**src/rtl/wuia_pkg.sv**
```systemverilog
// Shared types and constants for the wide unsigned integer ALU.
// No dependencies.
package wuia_pkg;
  localparam logic [2:0] MODE_CMP = 3'd0;
  localparam logic [2:0] MODE_ADD = 3'd1;
  localparam logic [2:0] MODE_SUB = 3'd2;
  localparam logic [2:0] MODE_MUL = 3'd3;
  localparam logic [2:0] MODE_DIV = 3'd4;

  localparam logic [1:0] ORD_EQ = 2'd0;
  localparam logic [1:0] ORD_GT = 2'd1;
  localparam logic [1:0] ORD_LT = 2'd2;

  typedef struct packed {
    logic load;    // capture operands, start op
    logic step;    // one iteration of mul/div
    logic finish;  // form result into output register
  } dp_cmd_t;

  typedef struct packed {
    logic iterative; // captured op needs mul/div iterations
    logic last;      // current step is the final one
  } dp_sts_t;
endpackage

```
**src/rtl/wuia_datapath.sv**
```systemverilog
// Datapath: operand registers, shift-add multiplier, restoring divider, result regs.
// Depends on wuia_pkg.
module wuia_datapath #(
  parameter int W = 128
) (
  input  logic               clk,
  input  wuia_pkg::dp_cmd_t  cmd,
  output wuia_pkg::dp_sts_t  sts,
  input  logic [2:0]         in_mode,
  input  logic [127:0]       in_a,
  input  logic [127:0]       in_b,
  output logic [127:0]       res,
  output logic [127:0]       rem,
  output logic [1:0]         ord,
  output logic               dz
);
  localparam int CW = $clog2(W + 1);

  logic [2:0]   mode_r;
  logic [W-1:0] a_r, b_r, acc_r, acc_nxt, rr_r, rr_nxt, sh_r, sh_nxt;
  logic [CW-1:0] cnt_r;
  logic [127:0] res_r, rem_r, res_nxt, rem_nxt;
  logic [1:0]   ord_r, ord_nxt;
  logic         dz_r, dz_nxt;
  logic [W:0]   trial;
  logic [W-1:0] rsh;
  logic [W-1:0] sum_w, dif_w;

  assign sts.iterative = (mode_r == wuia_pkg::MODE_MUL) ||
                         (mode_r == wuia_pkg::MODE_DIV && b_r != '0);
  assign sts.last = (cnt_r == CW'(1));

  // divider: shift in next dividend bit (sh_r msb), trial subtract
  assign rsh   = {rr_r[W-2:0], sh_r[W-1]};
  assign trial = {rr_r[W-1], rsh} - {1'b0, b_r};

  assign sum_w = a_r + b_r;
  assign dif_w = a_r - b_r;

  always_comb begin
    acc_nxt = acc_r;
    rr_nxt  = rr_r;
    sh_nxt  = {sh_r[W-2:0], 1'b0};
    if (mode_r == wuia_pkg::MODE_MUL) begin
      // sh_r holds multiplier, consume msb first
      acc_nxt = {acc_r[W-2:0], 1'b0} + (sh_r[W-1] ? a_r : '0);
    end else begin
      acc_nxt = {acc_r[W-2:0], ~trial[W]};
      rr_nxt  = trial[W] ? rsh : trial[W-1:0];
    end
  end

  always_comb begin
    res_nxt = '0;
    rem_nxt = '0;
    ord_nxt = wuia_pkg::ORD_EQ;
    dz_nxt  = 1'b0;
    unique case (mode_r)
      wuia_pkg::MODE_CMP:
        ord_nxt = (a_r == b_r) ? wuia_pkg::ORD_EQ :
                  (a_r > b_r) ? wuia_pkg::ORD_GT : wuia_pkg::ORD_LT;
      wuia_pkg::MODE_ADD: res_nxt = 128'(sum_w);
      wuia_pkg::MODE_SUB: res_nxt = 128'(dif_w);
      wuia_pkg::MODE_MUL: res_nxt = 128'(acc_r);
      wuia_pkg::MODE_DIV: begin
        if (b_r == '0) dz_nxt = 1'b1;
        else begin
          res_nxt = 128'(acc_r);
          rem_nxt = 128'(rr_r);
        end
      end
      default: ;
    endcase
  end

  always_ff @(posedge clk) begin
    if (cmd.load) begin
      mode_r <= in_mode;
      a_r    <= in_a[W-1:0];
      b_r    <= in_b[W-1:0];
      acc_r  <= '0;
      rr_r   <= '0;
      sh_r   <= (in_mode == wuia_pkg::MODE_MUL) ? in_b[W-1:0] : in_a[W-1:0];
      cnt_r  <= CW'(W);
    end else if (cmd.step) begin
      acc_r <= acc_nxt;
      rr_r  <= rr_nxt;
      sh_r  <= sh_nxt;
      cnt_r <= cnt_r - CW'(1);
    end
    if (cmd.finish) begin
      res_r <= res_nxt;
      rem_r <= rem_nxt;
      ord_r <= ord_nxt;
      dz_r  <= dz_nxt;
    end
  end

  assign res = res_r;
  assign rem = rem_r;
  assign ord = ord_r;
  assign dz  = dz_r;
endmodule

```
**src/rtl/wuia_ctrl.sv**
```systemverilog
// Controller FSM: sequences load, iterate and finish; owns handshake state.
// Depends on wuia_pkg.
module wuia_ctrl (
  input  logic               clk,
  input  logic               rst_n,
  input  logic               in_valid,
  output logic               in_stall,
  output logic               out_valid,
  input  logic               out_stall,
  output wuia_pkg::dp_cmd_t  cmd,
  input  wuia_pkg::dp_sts_t  sts
);
  localparam logic [1:0] S_IDLE = 2'd0;
  localparam logic [1:0] S_DEC  = 2'd1;
  localparam logic [1:0] S_RUN  = 2'd2;
  localparam logic [1:0] S_DONE = 2'd3;

  logic [1:0] state_r, state_nxt;
  logic       ovld_r, ovld_nxt;
  logic       free;

  assign free      = !ovld_r || !out_stall;
  assign in_stall  = (state_r != S_IDLE);
  assign out_valid = ovld_r;

  always_comb begin
    state_nxt  = state_r;
    ovld_nxt   = ovld_r && out_stall;
    cmd        = '0;
    unique case (state_r)
      S_IDLE: if (in_valid) begin
        cmd.load  = 1'b1;
        state_nxt = S_DEC;
      end
      S_DEC: state_nxt = sts.iterative ? S_RUN : S_DONE;
      S_RUN: begin
        cmd.step = 1'b1;
        if (sts.last) state_nxt = S_DONE;
      end
      S_DONE: if (free) begin
        cmd.finish = 1'b1;
        ovld_nxt   = 1'b1;
        state_nxt  = S_IDLE;
      end
      default: state_nxt = S_IDLE;
    endcase
  end

  always_ff @(posedge clk) begin
    if (!rst_n) begin
      state_r <= S_IDLE;
      ovld_r  <= 1'b0;
    end else begin
      state_r <= state_nxt;
      ovld_r  <= ovld_nxt;
    end
  end
endmodule

```
**src/rtl/wide_unsigned_integer_alu.sv**
```systemverilog
// Top level of the wide unsigned integer ALU: controller plus datapath.
// Depends on wuia_pkg, wuia_ctrl, wuia_datapath.
//
//  channel | direction | handshake          | payload
//  in      | input     | in_valid/in_stall  | mode, a_low/high, b_low/high
//  out     | output    | out_valid/out_stall| result, remainder, order, flag
//
// Compare/add/subtract/divide-by-zero: each word passes through states IDLE, DEC, DONE.
// Multiply and divide also pass through RUN between DEC and DONE, one bit per cycle in the datapath.
// Reset is synchronous, active low; no clearing pass.
// The result register holds while out_stall; the next word may be taken and computed
// meanwhile, but its result is written only once the held word is handed over.
module wide_unsigned_integer_alu #(
  parameter int OPERAND_BYTES = 16
) (
  input  logic        clk,
  input  logic        rst_n,
  input  logic        in_valid,
  output logic        in_stall,
  input  logic [2:0]  in_mode,
  input  logic [63:0] in_a_low,
  input  logic [63:0] in_a_high,
  input  logic [63:0] in_b_low,
  input  logic [63:0] in_b_high,
  output logic        out_valid,
  input  logic        out_stall,
  output logic [63:0] out_result_low,
  output logic [63:0] out_result_high,
  output logic [63:0] out_remainder_low,
  output logic [63:0] out_remainder_high,
  output logic [1:0]  out_order,
  output logic        out_divide_by_zero
);
  localparam int W = 8 * OPERAND_BYTES;

  wuia_pkg::dp_cmd_t cmd;
  wuia_pkg::dp_sts_t sts;
  logic [127:0] res, rem;

  wuia_ctrl u_ctrl (
    .clk, .rst_n, .in_valid, .in_stall, .out_valid, .out_stall, .cmd, .sts
  );

  wuia_datapath #(.W(W)) u_dp (
    .clk, .cmd, .sts, .in_mode,
    .in_a({in_a_high, in_a_low}),
    .in_b({in_b_high, in_b_low}),
    .res, .rem, .ord(out_order), .dz(out_divide_by_zero)
  );

  assign out_result_low     = res[63:0];
  assign out_result_high    = res[127:64];
  assign out_remainder_low  = rem[63:0];
  assign out_remainder_high = rem[127:64];
endmodule

```
**config.mk**
```make
export PLATFORM = sky130hd
export DESIGN_NAME = wide_unsigned_integer_alu
export DESIGN_NICKNAME = d
export VERILOG_FILES = /design/src/rtl/wuia_pkg.sv /design/src/rtl/wuia_datapath.sv /design/src/rtl/wuia_ctrl.sv /design/src/rtl/wide_unsigned_integer_alu.sv
export SDC_FILE = /design/constraint.sdc
export NUM_CORES = 2
export LEC_CHECK = 0
export BUFFER_PORTS_ARGS = -buffer_cell sky130_fd_sc_hd__buf_2
export CAP_MARGIN = 20
export CORE_UTILIZATION = 30
export CTS_CLUSTER_DIAMETER = 60
export DETAILED_ROUTE_END_ITERATION = 7
export GPL_TIMING_DRIVEN = 0
export PLACE_DENSITY = 0.57
export SETUP_SLACK_MARGIN = 0.3
export SLEW_MARGIN = 20
export SYNTH_ARGS = -nofsm -noshare
export SYNTH_HDL_FRONTEND = slang
export SYNTH_HIERARCHICAL = 1
export SYNTH_SLANG_ARGS = --single-unit
```
**constraint.sdc**
```tcl
create_clock -name clk -period 20.3 [get_ports clk]
set_input_delay 2.03 -clock clk [delete_from_list [all_inputs] [get_ports clk]]
set_output_delay 2.03 -clock clk [all_outputs]
set_load 0.02 [all_outputs]
```
# After elaboration in Yosys (flattened, before gate mapping)
# Index checks and enable logic that the tools add are counted.
dict set report totals {
  input_bits 263
  elab_cells 74
  reg_bits 913
  output_inout_bits 261
}
dict set report op_classes {
  bitwise_logic 4
  addsub 5
  n_mux 22
  order_cmp 1
  n_eq_ne 13
  n_reduce_logical 16
}
# op n
set op_table {}
lappend op_table {{128-bit two-way mux} 7}
lappend op_table {{128-bit one-hot mux with 4 select lines} 1}
lappend op_table {{128-bit adder} 2}
lappend op_table {{129-bit by 128-bit subtractor with 129-bit output} 1}
lappend op_table {{128-bit equality test} 1}
lappend op_table {{128-bit greater-than comparator} 1}
lappend op_table {{128-bit logical NOT} 1}
lappend op_table {{128-bit nonzero test} 1}
lappend op_table {{128-bit subtractor} 1}
lappend op_table {{3-bit by 2-bit equality test with 1-bit output (second input constant)} 3}
lappend op_table {{1-bit two-way mux} 9}
lappend op_table {{8-bit by 1-bit equality test with 1-bit output (second input constant)} 1}
lappend op_table {{2-bit two-way mux} 4}
lappend op_table {{2-bit one-hot mux with 4 select lines} 1}
lappend op_table {{8-bit by 1-bit subtractor with 8-bit output (second input constant)} 1}
lappend op_table {{2-bit equality test (second input constant)} 2}
lappend op_table {{2-bit inequality test (second input constant)} 2}
lappend op_table {{1-bit inverter} 4}
lappend op_table {{2-bit nonzero test} 2}
lappend op_table {{2-bit OR reduction} 2}
lappend op_table {{3-bit by 1-bit equality test with 1-bit output (second input constant)} 1}
lappend op_table {{3-bit equality test (second input constant)} 1}
lappend op_table {{3-bit logical NOT} 1}
lappend op_table {{3-bit AND reduction} 1}
lappend op_table {{other kinds (7)} 10}

# Longest topological paths before layout
dict set report logic_depth {
  depth_word 5
  ltp_mapped 20
  mapped_depth_nobuf 18
}

# Cells and area by module
# The synthesis kept the hierarchy.
# module seq_area_each_um2 instances cells_per_inst area_per_inst_um2
set by_module_without_submodules {}
lappend by_module_without_submodules {wuia_datapath 24683.7 1 8387 70336.2}
lappend by_module_without_submodules {wuia_ctrl 60.1 1 30 254.0}

# Least setup slack after synthesis
# Ideal clock, no wire load.
dict set report synth_timing {
  path_kind {input -> register}
  startpoint {in out_stall}
  endpoint {reg u_dp.dz_r (netlist: u_dp/dz), enable pin}
  t_arrival_ns 13.584
  stages 1
  setup_time_ns 0.950
  path_slack_ns 5.767
  cell_sequence {a21boi_1}
}
dict set report synth_via {
  elab_chain_len 4
}
# item line
set synth_rtl {}
lappend synth_rtl {{start, declared} wide_unsigned_integer_alu.sv:26} ;# input logic out_stall,
lappend synth_rtl {{1-bit logical NOT} wuia_ctrl.sv:22} ;# assign free = !ovld_r || !out_stall;
lappend synth_rtl {{1-bit logical OR} wuia_ctrl.sv:22}
lappend synth_rtl {{1-bit two-way mux} wuia_ctrl.sv:40} ;# S_DONE: if (free) begin
lappend synth_rtl {{1-bit two-way mux} wuia_ctrl.sv:30} ;# unique case (state_r)
lappend synth_rtl {{end signal, assigned} wuia_datapath.sv:95} ;# dz_r <= dz_nxt;
lappend synth_rtl {{end, declared} wuia_datapath.sv:24} ;# logic dz_r, dz_nxt;
# Every way passes these cells.
# A chain may end at the register's enable or synchronous reset.

# Worst setup path in the final report
dict set report layout_timing {
  startpoint {reg u_dp.sh_r[127]}
  endpoint {reg u_dp.rr_r[107]}
}
dict set report layout_via {
  elab_chain_len 2
}
# item line
set layout_rtl {}
lappend layout_rtl {{start, declared} wuia_datapath.sv:20} ;# logic [W-1:0] a_r, b_r, acc_r, acc_nxt, rr_r, rr_nxt, sh_r, sh_nxt;
lappend layout_rtl {{start signal, assigned} wuia_datapath.sv:83} ;# sh_r <= (in_mode == wuia_pkg::MODE_MUL) ? in_b[W-1:0] : in_a[W-1:0];
lappend layout_rtl {{start signal, assigned} wuia_datapath.sv:88} ;# sh_r <= sh_nxt;
lappend layout_rtl {{129-bit by 128-bit subtractor with 129-bit output} wuia_datapath.sv:35} ;# assign trial = {rr_r[W-1], rsh} - {1'b0, b_r};
lappend layout_rtl {{128-bit two-way mux} wuia_datapath.sv:49} ;# rr_nxt = trial[W] ? rsh : trial[W-1:0];
lappend layout_rtl {{end signal, assigned} wuia_datapath.sv:87} ;# rr_r <= rr_nxt;
lappend layout_rtl {{end, declared} wuia_datapath.sv:20}
# Every way passes these cells.

==> run metrics <==
status=finished clean; Post-synth EDFFs=between 600 and 700; CTS max path bufs=3; unrepaired setup endpoints after global routing=no; WS Path Type=register to register; critical path, cell by cell=clkbuf_1, clkbuf_1, inv_1, ha_1, fa_1, nand2b_1, a21oi_1, o31ai_1, a21oi_1, o2111ai_1, a2111oi_2, nor3b_2, o311ai_4, xnor2_2, clkbuf_1, clkbuf_1, o21ai_1, o21ai_0, nor2_1; fin cells=roughly 12k; sequential share of the synthesized area=about a third; core area=~0.23 mm²; Post-Syn Nets=9200; final WL=389 mm; crit-path leading delay family=buffers and inverters; die height=~490 µm; Layout Nets=roughly 9.9k; CP max stage delay=about 0.92 ns; Netlist Area Pre-Place=~0.071 mm²; Seq cells post-synth=~900; die area=0.237 mm²; vias per cell=5.97; residual DRC count=0; Max Cap Violations=0; cell mode on critical path=clkbuf_1; IR drop worst, VDD=0.0991 mV; Clk pwr share=15.4%; Max Clock Freq=~0.11 GHz; CTS buffer count=approximately 110; DR iter-0 viols=about 9.4k; root buf cell=clkbuf_16; Psw=between 7 and 8 mW; Synth Flop Type=edfxtp_1; Buf/Inv on CP=5; YS warnings=6; drt pass-1 iters=7; Hold Crit Class=register to register; Critical Path Start Type=register; via count=roughly 74k; first-pass GRT wire length=526 mm; initial antenna violation count=48; CTS clk-pin slew, worst paths=0.06 ns; Req. time, crit path=20.98 ns; clock sinks=~910; Post-Syn Area per Cell=about 8.4 µm²; Post-Layout Inst Area=slightly above 0.08 mm²; Slew Limit Fails=0; vias in the first global route=approximately 70k; Hold Vio Cnt, Final=0; Pint=approximately 6.2 mW; Sw Share=a little over half; Tot GR Track Use=about a third; static leakage=approximately 32 nW; Clock Skew=0.0736 ns; I/O pin cnt=between 500 and 600; measured slew at the worst slew-check pin=1.38 ns; Port Buffers=523; Post-DP Area=~0.08 mm²; CTS Hold Bufs=0; Clock Latency Late Sink=between 0.8 and 0.9 ns; endpoints failing setup=0; RePlAce Congestion=approximately 1.1; final cycle utilization of the critical path=43.6%; area delta synth->final=15.7%; combinational share of power=between 50% and 60%; htree depth=3; relative slew slack=slightly above 8%; Final Critical Period=between 8 and 9 ns; Critical Path End Type=register; gr ovfl total=0; Initial Utilization=a little under a third; PostCTS Resize Cnt=0; post-synth cell types=approximately 120; crit-path max FO=10; routed length per placed instance=approximately 32 µm; CTS tree=built; largest net degree at the start of global routing=just over 80; asr flop ratio synth=0%; FP Rows=177; Post-Synthesis Cells=between 8k and 9k; DP Wirelength=about 330 mm; total power draw=approximately 13 mW; Critical Path Slowest Stage Cell=clkbuf_1; Post-DRT Antenna Nets=0; crit path DAT=roughly 9.5 ns; share of layout cells above drive strength 1=roughly a tenth; post-CTS setup buffers=0; power per cell area=~160 mW/mm²; Die X=~490 µm; placed insts=~12k; Final Util=around a third; sequential power share=approximately a quarter
worst paths after layout:
check                                                start  slack, ns  cells after the start                          end
worst max-delay path              u_dp/sh_r[127]$_DFFE_PP_      11.44                     19  u_dp/rr_r[107]$_SDFFE_PP0P_
worst min-delay path            u_dp/acc_r[6]$_SDFFE_PP0P_       0.48                      2   u_dp/acc_r[7]$_SDFFE_PP0P_
worst max register to register    u_dp/sh_r[127]$_DFFE_PP_      11.44                     19  u_dp/rr_r[107]$_SDFFE_PP0P_
worst min register to register  u_dp/acc_r[6]$_SDFFE_PP0P_       0.48                      2   u_dp/acc_r[7]$_SDFFE_PP0P_
routing by layer:
layer / global-route usage, % / wire length, µm
met1: 38.5 / 150000
met2: 48.5 / 168000
met3: 5.80 / 34400
met4: 24.5 / 36000
met5: 0 / 84
registers in the layout, indices dropped and copies added (netlist names):
| name | cells |
|---|---|
| u_ctrl/state_r | 2 |
| u_dp/cnt_r | 8 |
| u_dp/dz | 1 |
| u_dp/res | 128 |
| u_dp/ord | 2 |
| u_dp/a_r | 128 |
| u_dp/acc_r | 128 |
| u_dp/rem | 128 |
| u_ctrl/out_valid | 1 |
| u_dp/mode_r | 3 |
| u_dp/sh_r | 128 |
| u_dp/rr_r | 128 |
| u_dp/b_r | 128 |
cell type report:
| class | instances | area (µm²) |
|---|---|---|
| fill | 24600 | 152000 |
| multi-input combinational | 6553 | 42300 |
| sequential | 913 | 24700 |
| tap | 3132 | 3920 |
| timing repair buffer | 550 | 3250 |
| clock buffer | 136 | 2950 |
| buffer | 548 | 2140 |
| inverter | 403 | 1520 |
| clock inverter | 76 | 801 |
| antenna | 30 | 75.1 |
power groups by stage:
stage | Clock (mW) | Combinational, mW | Sequential (mW)
floorplan | 0 | 4.78 | 3.20
global placement | 0 | 7.54 | 3.53
detailed placement | 0 | 7.64 | 3.38
CTS | 2.08 | 7.69 | 3.35
global route | 2.15 | 8.40 | 3.39
finish | 2.05 | 7.95 | 3.37
cell usage after synthesis, types with 13 or more instances:
library cell,n,area [µm²]
a21oi_1,991,4960
nor2_1,788,2960
nand2_1,780,2930
edfxtp_1,646,19400
o21ai_0,521,2610
ha_1,516,6460
clkbuf_1,472,1770
inv_1,402,1510
and2_1,282,1760
dfxtp_1,267,5350
nand4_1,234,1460
xnor2_1,204,1790
o21bai_1,198,1490
a21o_1,180,1350
mux2i_1,141,1410
a311oi_1,130,1140
nor4_1,126,788
nor3_1,109,546
nand3_1,99,495
xor2_1,87,762
o31ai_1,85,638
a22oi_1,83,623
a31oi_1,80,500
a221o_1,61,611
o211ai_1,60,450
o221ai_1,57,499
a221oi_1,54,473
a211oi_1,53,398
nand2b_1,51,319
nor2b_1,43,269
a22o_1,42,368
o21ai_1,42,210
o21a_1,39,293
buf_1,38,143
buf_2,38,190
a21boi_0,35,263
o22ai_1,34,213
and3_1,30,188
or3_1,28,175
or4_1,20,150
a31o_2,18,158
or2_2,17,106
o31a_1,15,131
and4_1,13,114
per-stage QoR:
stage | setup slack, ns | TNS [ns] | hold slack (ns)
final | 11.44 | 0 | 0.480
after global routing | 11.42 | 0 | 0.505
after detailed placement | 11.94 | 0 | 0.492
after global placement | -0.574 | -101.33 | 0.473
after floorplan | 5.77 | 0 | 0.457
after CTS | 11.93 | 0 | 0.473
cells by family (layout without fill, tap and decap cells):
family	after synthesis	count (layout)	synth area share, %
AOI/OAI and AO/OA	2936	2936	27.0
xor gates and xnor gates	293	293	3.66
DFF	913	913	35.1
adders and majority gates	520	520	9.26
muxes	143	143	2.03
and+or+nand+nor	2661	2661	17.9
other	0	30	0
buffers and inverters	951	1713	5.12
worst reg2reg max path, cell delays in order (launching register included):
cell and delay [ns]:
edfxtp_1 0.67, clkbuf_1 0.83, clkbuf_1 0.80, inv_1 0.46, ha_1 0.36, fa_1 0.39
nand2b_1 0.20, a21oi_1 0.34, o31ai_1 0.16, a21oi_1 0.23, o2111ai_1 0.41, a2111oi_2 0.70
nor3b_2 0.24, o311ai_4 0.58, xnor2_2 0.35, clkbuf_1 0.93, clkbuf_1 0.77, o21ai_1 0.17
o21ai_0 0.11, nor2_1 0.06
layout by cell type (no fill, tap or decap), types with 35 or more instances in the layout:
cell type | netlist | routed
clkbuf_1 | 472 | 463
inv_1 | 402 | 401
ha_1 | 516 | 516
edfxtp_1 | 646 | 646
nor2b_1 | 43 | 43
xnor2_1 | 204 | 204
o21ai_1 | 42 | 42
nand2_1 | 780 | 780
a21oi_1 | 991 | 991
a211oi_1 | 53 | 53
nor2_1 | 788 | 787
a221oi_1 | 54 | 54
nor4_1 | 126 | 123
buf_2 | 38 | 566
nand4_1 | 234 | 234
a311oi_1 | 130 | 130
a31oi_1 | 80 | 80
a221o_1 | 61 | 61
clkbuf_16 | 0 | 112
a22oi_1 | 83 | 83
dfxtp_1 | 267 | 267
o21a_1 | 39 | 39
a21o_1 | 180 | 180
nor3_1 | 109 | 109
nand3_1 | 99 | 99
o221ai_1 | 57 | 57
o21bai_1 | 198 | 198
mux2i_1 | 141 | 141
a21boi_0 | 35 | 35
nand2b_1 | 51 | 51
a22o_1 | 42 | 42
o31ai_1 | 85 | 85
o211ai_1 | 60 | 60
xor2_1 | 87 | 87
o21ai_0 | 521 | 521
and2_1 | 282 | 281
No activity file was read; power rests on OpenSTA's default activity.
